**src/rtl/assert_macros.svh**
```systemverilog
// Assertion macros used by the top-level RTL file.
// Depends on nothing; compiled out when SYNTHESIS is defined.
`ifndef ASSERT_MACROS_SVH
`define ASSERT_MACROS_SVH

`ifndef SYNTHESIS

// Property must hold at every rising clock edge outside reset.
`define ASSERT_PROP(lbl, clk, rst_n, prop, msg) \
  lbl: assert property (@(posedge clk) disable iff (!(rst_n)) (prop)) else $error(msg);

// Expression must never be true outside reset.
`define ASSERT_NEVER(lbl, clk, rst_n, expr, msg) \
  lbl: assert property (@(posedge clk) disable iff (!(rst_n)) !(expr)) else $error(msg);

`else

`define ASSERT_PROP(lbl, clk, rst_n, prop, msg)
`define ASSERT_NEVER(lbl, clk, rst_n, expr, msg)

`endif

`endif

```
**src/rtl/aie_pkg.sv**
```systemverilog
// Types, opcodes and helpers for the accumulator instruction execute block.
// No dependencies.
`default_nettype none

package aie_pkg;

  localparam int unsigned RegW  = 32;
  localparam int unsigned NumW  = 31;
  localparam int unsigned RselW = 3;
  localparam int unsigned KindW = 4;
  localparam int unsigned StW   = 2;
  localparam int unsigned OutPcW = 16;

  typedef enum logic [KindW-1:0] {
    OP_MV  = 4'd0,
    OP_MI  = 4'd1,
    OP_AD  = 4'd2,
    OP_SB  = 4'd3,
    OP_MP  = 4'd4,
    OP_JC  = 4'd5,
    OP_JZ  = 4'd6,
    OP_JL  = 4'd7,
    OP_JP  = 4'd8,
    OP_JM  = 4'd9,
    OP_PR  = 4'd10,
    OP_IC  = 4'd11,
    OP_DC  = 4'd12,
    OP_EX  = 4'd13,
    OP_NOP = 4'd14,
    OP_UNK = 4'd15
  } op_e;

  typedef enum logic [StW-1:0] {
    ST_DONE  = 2'd0,
    ST_PRINT = 2'd1,
    ST_END   = 2'd2,
    ST_ERR   = 2'd3
  } status_e;

  // Register select codes
  localparam logic [1:0] REG_A = 2'd0;
  localparam logic [1:0] REG_B = 2'd1;
  localparam logic [1:0] REG_C = 2'd2;
  localparam logic [1:0] REG_D = 2'd3;

  typedef struct packed {
    op_e              kind;
    logic [RselW-1:0] first_reg;
    logic [RselW-1:0] second_reg;
    logic             has_number;
    logic [NumW-1:0]  number;
  } item_t;

  typedef struct packed {
    logic [RegW-1:0] reg_a;
    logic [RegW-1:0] reg_b;
    logic [RegW-1:0] reg_c;
    logic [RegW-1:0] reg_d;
  } regs_t;

  // One register write per instruction at most
  typedef struct packed {
    logic            en;
    logic [1:0]      idx;
    logic [RegW-1:0] data;
  } wr_t;

  function automatic logic [RegW-1:0] read_reg(regs_t r, logic [1:0] idx);
    logic [RegW-1:0] v;
    case (idx)
      REG_A:   v = r.reg_a;
      REG_B:   v = r.reg_b;
      REG_C:   v = r.reg_c;
      REG_D:   v = r.reg_d;
      default: v = r.reg_a;
    endcase
    return v;
  endfunction

endpackage

`default_nettype wire

```
**src/rtl/aie_state.sv**
```systemverilog
// Architectural state: registers A..D and the program counter.
// Depends on aie_pkg.
`default_nettype none

module aie_state import aie_pkg::*; #(
  parameter int unsigned PC_BITS = 16
) (
  input  logic               clk_i,
  input  logic               rst_ni,
  input  logic               commit_i,
  input  wr_t                wr_i,
  input  logic [PC_BITS-1:0] pc_d_i,
  output regs_t              regs_o,
  output logic [PC_BITS-1:0] pc_o
);

  regs_t              regs_q, regs_d;
  logic [PC_BITS-1:0] pc_q;

  always_comb begin
    regs_d = regs_q;
    if (wr_i.en) begin
      case (wr_i.idx)
        REG_A:   regs_d.reg_a = wr_i.data;
        REG_B:   regs_d.reg_b = wr_i.data;
        REG_C:   regs_d.reg_c = wr_i.data;
        REG_D:   regs_d.reg_d = wr_i.data;
        default: regs_d = regs_q;
      endcase
    end
  end

  always_ff @(posedge clk_i or negedge rst_ni) begin
    if (!rst_ni) begin
      regs_q <= '0;
      pc_q   <= '0;
    end else if (commit_i) begin
      regs_q <= regs_d;
      pc_q   <= pc_d_i;
    end
  end

  assign regs_o = regs_q;
  assign pc_o   = pc_q;

endmodule

`default_nettype wire

```
**src/rtl/aie_exec.sv**
```systemverilog
// Single-pass execute logic: decode, operand select, ALU, branch resolve.
// Depends on aie_pkg.
`default_nettype none

module aie_exec import aie_pkg::*; #(
  parameter int unsigned PC_BITS = 16
) (
  input  item_t              item_i,
  input  regs_t              regs_i,
  input  logic [PC_BITS-1:0] pc_i,
  output wr_t                wr_o,
  output logic [PC_BITS-1:0] pc_o,
  output status_e            status_o,
  output logic [RegW-1:0]    pval_o
);

  logic            r1_ok, r2_ok, use_reg;
  logic [RegW-1:0] op1, op2, opnd, imm, acc, c_val;
  logic [RegW-1:0] sum, diff, prod;
  logic [PC_BITS-1:0] pc_inc, target;
  logic            take;

  assign r1_ok  = !item_i.first_reg[2];
  assign r2_ok  = !item_i.second_reg[2];
  assign op1    = read_reg(regs_i, item_i.first_reg[1:0]);
  assign op2    = read_reg(regs_i, item_i.second_reg[1:0]);
  assign imm    = RegW'(item_i.number);
  assign acc    = regs_i.reg_a;
  assign c_val  = regs_i.reg_c;
  assign pc_inc = pc_i + PC_BITS'(1);
  assign target = PC_BITS'(item_i.number);

  // D is not an operand for add/subtract, only for multiply
  assign use_reg = (item_i.kind == OP_MP) ? r1_ok
                                          : (item_i.first_reg < RselW'(REG_D));
  assign opnd    = use_reg ? op1 : imm;
  assign sum     = acc + opnd;
  assign diff    = acc - opnd;
  assign prod    = RegW'(acc * opnd);

  always_comb begin
    case (item_i.kind)
      OP_JC:   take = (c_val != '0);
      OP_JZ:   take = (c_val == '0);
      OP_JL:   take = c_val[RegW-1];
      OP_JP:   take = 1'b1;
      OP_JM:   take = (c_val != '0) && !c_val[RegW-1];
      default: take = 1'b0;
    endcase
  end

  always_comb begin
    wr_o     = '0;
    pc_o     = pc_inc;
    status_o = ST_DONE;
    pval_o   = '0;
    case (item_i.kind)
      OP_MV: begin
        if (r1_ok && r2_ok) begin
          wr_o = '{en: 1'b1, idx: item_i.first_reg[1:0], data: op2};
        end else begin
          status_o = ST_ERR;
        end
      end
      OP_MI: begin
        if (r1_ok && item_i.has_number) begin
          wr_o = '{en: 1'b1, idx: item_i.first_reg[1:0], data: imm};
        end else begin
          status_o = ST_ERR;
        end
      end
      OP_AD, OP_SB, OP_MP: begin
        if (use_reg || item_i.has_number) begin
          wr_o.en  = 1'b1;
          wr_o.idx = REG_A;
          case (item_i.kind)
            OP_AD:   wr_o.data = sum;
            OP_SB:   wr_o.data = diff;
            default: wr_o.data = prod;
          endcase
        end else begin
          status_o = ST_ERR;
        end
      end
      OP_JC, OP_JZ, OP_JL, OP_JP, OP_JM: begin
        if (!item_i.has_number) begin
          status_o = ST_ERR;
        end else if (take) begin
          pc_o = target;
        end
      end
      OP_PR: begin
        if (r1_ok) begin
          status_o = ST_PRINT;
          pval_o   = op1;
        end else begin
          status_o = ST_ERR;
        end
      end
      OP_IC, OP_DC: begin
        if (r1_ok) begin
          wr_o.en   = 1'b1;
          wr_o.idx  = item_i.first_reg[1:0];
          wr_o.data = (item_i.kind == OP_IC) ? op1 + RegW'(1) : op1 - RegW'(1);
        end else begin
          status_o = ST_ERR;
        end
      end
      OP_EX:   status_o = ST_END;
      OP_NOP:  status_o = ST_DONE;
      default: status_o = ST_ERR;
    endcase
  end

endmodule

`default_nettype wire

```
**src/rtl/accumulator_instruction_execute.sv**
```systemverilog
// Accumulator machine, one decoded instruction per request.
// Path: input register, then execute into the result register and the
//   architectural state; a held result register stalls the execute step.
// Throughput: 1 request per cycle while the result is taken; the execute pass
//   is bounded by the 32x32 multiply feeding register A.
// Reset: asynchronous, clears A..D, the program counter and both valid flags.
`default_nettype none
`include "assert_macros.svh"

module accumulator_instruction_execute import aie_pkg::*; #(
  parameter int unsigned PC_BITS = 16
) (
  input  logic                   clk_i,
  input  logic                   rst_ni,
  input  logic                   in_valid_i,
  output logic                   in_ready_o,
  input  logic [KindW-1:0]       kind_i,
  input  logic [RselW-1:0]       first_reg_i,
  input  logic [RselW-1:0]       second_reg_i,
  input  logic                   has_number_i,
  input  logic [NumW-1:0]        number_i,
  output logic                   out_valid_o,
  input  logic                   out_ready_i,
  output logic [StW-1:0]         status_o,
  output logic signed [RegW-1:0] print_value_o,
  output logic [OutPcW-1:0]      next_pc_o
);

  // Input register stage
  logic  in_valid_q;
  item_t item_q;
  logic  in_fire, exec_fire;

  // Result register stage
  logic                out_valid_q;
  status_e             status_q;
  logic [RegW-1:0]     pval_q;
  logic [OutPcW-1:0]   next_pc_q;

  // Execute <-> state
  regs_t              regs;
  logic [PC_BITS-1:0] pc_q;
  logic [PC_BITS-1:0] pc_d;
  wr_t                wr;
  status_e            exec_status;
  logic [RegW-1:0]    exec_pval;
  logic               jump_op;

  // An item in the input register executes when the result register is
  // free or is being drained in this cycle; state commits on the same edge,
  // so the following request sees the updated registers without forwarding.
  assign exec_fire  = in_valid_q && (!out_valid_q || out_ready_i);
  assign in_ready_o = !in_valid_q || exec_fire;
  assign in_fire    = in_valid_i && in_ready_o;

  always_ff @(posedge clk_i or negedge rst_ni) begin
    if (!rst_ni) begin
      in_valid_q <= 1'b0;
    end else if (in_fire) begin
      in_valid_q <= 1'b1;
    end else if (exec_fire) begin
      in_valid_q <= 1'b0;
    end
  end

  always_ff @(posedge clk_i) begin
    if (in_fire) begin
      item_q <= '{kind:       op_e'(kind_i),
                  first_reg:  first_reg_i,
                  second_reg: second_reg_i,
                  has_number: has_number_i,
                  number:     number_i};
    end
  end

  aie_exec #(
    .PC_BITS (PC_BITS)
  ) u_exec (
    .item_i   (item_q),
    .regs_i   (regs),
    .pc_i     (pc_q),
    .wr_o     (wr),
    .pc_o     (pc_d),
    .status_o (exec_status),
    .pval_o   (exec_pval)
  );

  aie_state #(
    .PC_BITS (PC_BITS)
  ) u_state (
    .clk_i    (clk_i),
    .rst_ni   (rst_ni),
    .commit_i (exec_fire),
    .wr_i     (wr),
    .pc_d_i   (pc_d),
    .regs_o   (regs),
    .pc_o     (pc_q)
  );

  always_ff @(posedge clk_i or negedge rst_ni) begin
    if (!rst_ni) begin
      out_valid_q <= 1'b0;
    end else if (exec_fire) begin
      out_valid_q <= 1'b1;
    end else if (out_ready_i) begin
      out_valid_q <= 1'b0;
    end
  end

  always_ff @(posedge clk_i) begin
    if (exec_fire) begin
      status_q  <= exec_status;
      pval_q    <= exec_pval;
      next_pc_q <= OutPcW'(pc_d);
    end
  end

  assign out_valid_o   = out_valid_q;
  assign status_o      = status_q;
  assign print_value_o = pval_q;
  assign next_pc_o     = next_pc_q;

  assign jump_op = (item_q.kind == OP_JC) || (item_q.kind == OP_JZ) ||
                   (item_q.kind == OP_JL) || (item_q.kind == OP_JP) ||
                   (item_q.kind == OP_JM);

  // Non-jump requests only step the counter by one
  `ASSERT_PROP(a_pc_step, clk_i, rst_ni,
    (exec_fire && !jump_op) |=> (pc_q == $past(pc_q) + PC_BITS'(1)),
    "pc did not advance by one on a non-jump request")

  // Errored requests leave the register file alone
  `ASSERT_NEVER(a_err_no_write, clk_i, rst_ni,
    exec_fire && (exec_status == ST_ERR) && wr.en,
    "register write on an errored request")

  // Reported counter matches the committed counter
  `ASSERT_PROP(a_pc_report, clk_i, rst_ni,
    exec_fire |=> (next_pc_q == OutPcW'(pc_q)),
    "reported next_pc differs from the committed counter")

endmodule

`default_nettype wire
```
**config.mk**
```make
export PLATFORM = sky130hd
export DESIGN_NAME = accumulator_instruction_execute
export DESIGN_NICKNAME = d
export VERILOG_FILES = /design/src/rtl/aie_pkg.sv /design/src/rtl/aie_state.sv /design/src/rtl/aie_exec.sv /design/src/rtl/accumulator_instruction_execute.sv
export VERILOG_INCLUDE_DIRS = /design/src /design/src/rtl
export SDC_FILE = /design/constraint.sdc
export NUM_CORES = 2
export LEC_CHECK = 0
export BUFFER_PORTS_ARGS = -buffer_cell sky130_fd_sc_hd__buf_2
export CAP_MARGIN = 20
export CORE_UTILIZATION = 43
export DETAILED_ROUTE_END_ITERATION = 16
export PLACE_DENSITY_LB_ADDON = 0.25
export SYNTH_ARGS = -nofsm -noshare
export SYNTH_HDL_FRONTEND = slang
export SYNTH_SLANG_ARGS = --single-unit
```
**constraint.sdc**
```tcl
create_clock -name clk_i -period 25.4 [get_ports clk_i]
set_input_delay 1.27 -clock clk_i [delete_from_list [all_inputs] [get_ports clk_i]]
set_output_delay 1.27 -clock clk_i [all_outputs]
set_load 0.005 [all_outputs]
```
==> impl.org <==
** STA
- For the final database, setup skew stands at 26.3 ps.
- Based on the critical path, the design can be clocked at up to 96.2 MHz.
- Total count of max-transition violations in the final report :: 0
- The clock period could shrink to 10,400 ps.
- Final period util :: 40.9%
- Unrepaired setup endpoints after global routing :: false
- Max-Slew Margin vs Limit :: 19.1%
- Actual slew at the worst max-slew pin :: 1200 ps
- Final-report setup violation count :: 0
- The final-report hold violation count was 0.
- Adding up every negative setup slack in the final design gives 0 ps.

** Clock network
- At the later pin of the worst-skew pair, clock insertion delay measures 550 ps.
- Number of buffers added by the clock tree synthesis step :: 22
- After clock tree synthesis, the clock-pin slew on the worst setup and hold paths is 80 ps.
- Counting along the longest clock path gives a buffer depth of 3.
- Total of cells resized after clock tree synthesis :: 0
- Number of sinks on the clock net :: 238
- H-tree levels :: 1
- Post-CTS Setup Repair Bufs :: 0
- Hold buffers post-CTS :: 0
- Clock root buffer :: sky130_fd_sc_hd__clkbuf_16
- TritonCTS built the clock tree.

** Drt
- Vias post-DR :: 23,942
- Detailed-route vias per instance :: 5.64
- Before antenna repair, the detailed router went through 5 iterations.
- In the final routed layout, each cell accounts on average for 22.2 um.
- The count of nets left with antenna violations once routing finished came out at 0.
- Total wire length :: 94.4 mm
- Residual DRC count :: 0
- After the first detailed-routing iteration, the DRC count stood at 1,816.

** Logic synthesis
- Synthesis instantiated 88 different standard cells from the library.
- Nets in the synthesized netlist :: 3,925
- After technology mapping, the gate count stands at 3,282.
- The synthesized netlist devotes 11.7% of its cell area to compound gates.
- Area fraction in and, or, nand and nor cells after synthesis :: 15.3%
- The synthesized design contains 92 enable-type register cells.
- In this run the mean area of a mapped cell was 9.57 sq um.
- Total number of yosys warnings :: 0
- Share of synthesized area spent on multiplexers :: 6.35%
- Most used flip-flop cell after synthesis :: sky130_fd_sc_hd__dfrtp_1
- Of the total synthesized cell area, the portion taken by full adders, half adders and majority gates is 33.6%.
- The mapped netlist covers 0.0314 sq mm.
- The synthesized design contains 238 register bits.
- By area, the combinational part of the netlist is dominated by adder cells.
- Xor/xnor cell area share of the yosys netlist :: 5.31%
- After synthesis, flip-flops and latches occupy 20.4% of the total area.
- Async set-reset flop share out of synthesis :: 61.3%

** Floorplanning
- Pin placement for this block handled 98 I/O pins.
- Horizontal die dimension :: 272 um
- The floorplan has 98 rows.
- Area inside the core boundary :: 0.0719 sq mm
- Once the floorplan was initialized, standard cells occupied 43.7% of the core.
- In this run the vertical extent of the chip is 272 um.
- The floorplan step defined a die boundary enclosing 0.0742 sq mm.

** Setup path
- STA puts the critical path data required time at 25,790 ps.
- Slack of the worst reg-to-reg path :: 15,000 ps
- Buffers plus inverters on the worst setup path :: 5
- STA classifies the critical path startpoint as a flip-flop.
- The worst setup path is of the flip-flop to flip-flop kind.
- Along the worst path, the maximum fanout reaches 45.
- Largest stage delay on the critical path :: 770 ps
- Slowest cell on the critical path :: sky130_fd_sc_hd__mux2_1
- STA puts the critical path data arrival time at 10,790 ps.
- Worst setup EP type :: flip-flop
- In this design, the largest share of critical-path delay is due to adder cells.
- Cell mode on critical path :: sky130_fd_sc_hd__fa_1

** Global routing
- Maximum number of pins on one net before global-route repair :: 99
- The via count of the first global-routing pass was 24,678.
- Global routing used 26.0% of the available tracks.
- Initial antenna violation count :: 1
- The first global-routing pass estimated 148 mm of wire.
- Global route total overflow :: 0

** Finish
- Total number of nets in the final design :: 3,918
- In the layout the commonest cells are sky130_fd_sc_hd__inv_1, sky130_fd_sc_hd__fa_1, sky130_fd_sc_hd__nand2_1.
- Layout cell share with drive strength beyond 1 :: 9.39%
- Leading cell type in the layout, fill and taps excluded :: sky130_fd_sc_hd__inv_1
- The area growth from synthesis to layout is 6.72%.

** Placement
- Summed over all nets, the half-perimeter wirelength after detailed placement is 68.2 mm.
- Final GP Congestion :: 0.935
- In this run the tool buffered the top-level ports with 97 buffer cells.

** Outcome
- The run finished with clean final reports.

** Worst hold path
- Worst min-delay path category :: flip-flop to flip-flop

** Job
- Maxcap violations :: 0
-- per-layer routing --
metal,up-vias,global-route usage (%),wire (um)
met5,-,0,0
met4,0,9.49,3700
met3,174,2.61,6540
met2,977,42.2,43200
met1,12018,36.0,41000
li1,10773,-,-
-- sequential cells by signal (all words and copies together), names as in the netlist --
signal / count
in_valid_q: 1
item_q: 42
next_pc_o: 16
out_valid_o: 1
print_value_o: 32
status_o: 2
u_state.pc_o: 16
u_state.regs_o: 128
-- final cells by class --
| class | count | area, sq um |
|---|---|---|
| clock buffer | 28 | 593 |
| tap | 950 | 1190 |
| multi-input combinational | 2445 | 22700 |
| antenna | 2 | 5.00 |
| inverter | 415 | 1560 |
| clock inverter | 12 | 133 |
| fill | 6961 | 38300 |
| sequential | 238 | 6420 |
| timing repair buffer | 153 | 912 |
-- cells in the mapped netlist, drive strengths merged (16+ instances only) --
cell	n	area share (%)
a21o	65	1.6
a21oi	243	3.9
a22oi	23	0.55
a31oi	39	0.78
and2	308	6.1
and3	18	0.36
buf	25	0.55
clkbuf	159	1.9
dfrtp	146	12
edfxtp	92	8.8
fa	410	26
ha	187	7.4
inv	415	5.0
mux2	29	1.1
mux2i	19	0.62
mux4	64	4.7
nand2	308	3.7
nand2b	20	0.40
nand3	17	0.27
nor2	232	2.8
o21a	23	0.55
o21ai	64	1.0
o22a	16	0.45
xnor2	124	3.5
xor2	52	1.4
-- logic make-up (layout without fill, tap and decap cells) --
kind of cell / after synthesis / after routing
flops: 238 / 238
fa+ha+maj: 597 / 597
compound gates: 577 / 577
xor+xnor: 181 / 181
other cells: 0 / 2
simple gates: 978 / 978
buf+inv: 599 / 608
mux: 112 / 112
-- path summary, 6_finish.rpt --
path / cells after the start / from / to
worst max-delay path: 28 / item_q[38] / u_state.regs_o[127]
worst min-delay path: 1 / in_valid_q / out_valid_o
worst max register to register: 28 / item_q[38] / u_state.regs_o[127]
worst min register to register: 1 / in_valid_q / out_valid_o
max in group asynchronous: 2 / rst_ni / u_state.regs_o[101]
min in group asynchronous: 1 / rst_ni / u_state.regs_o[29]
-- metrics by stage --
step	std cells	hold WS, ps	utilization (%)	area (sq um)	setup slack (ps)
finish	4243	504	46.7	33500	15000
global route	4241	539	46.7	33500	14570
CTS	4241	511	46.7	33500	15050
detailed placement	4201	493	45.7	32800	15100
global placement	4201	483	45.7	32800	15050
floorplan	3282	457	-	31400	16280
-- worst register-to-register path, delay by kind of cell (launching register included) --
kind | cells | cell delay, ps
AOI/OAI and AO/OA | 9 | 2290
xor gates and xnor gates | 1 | 180
adders and majority gates | 9 | 4340
buffers and inverters | 5 | 830
DFF | 1 | 650
muxes | 1 | 820
and+or+nand+nor | 3 | 1160
Power is left out: the tool's default activity adds up to more than one toggle a clock period on the data nets, which glitch-free logic cannot reach.
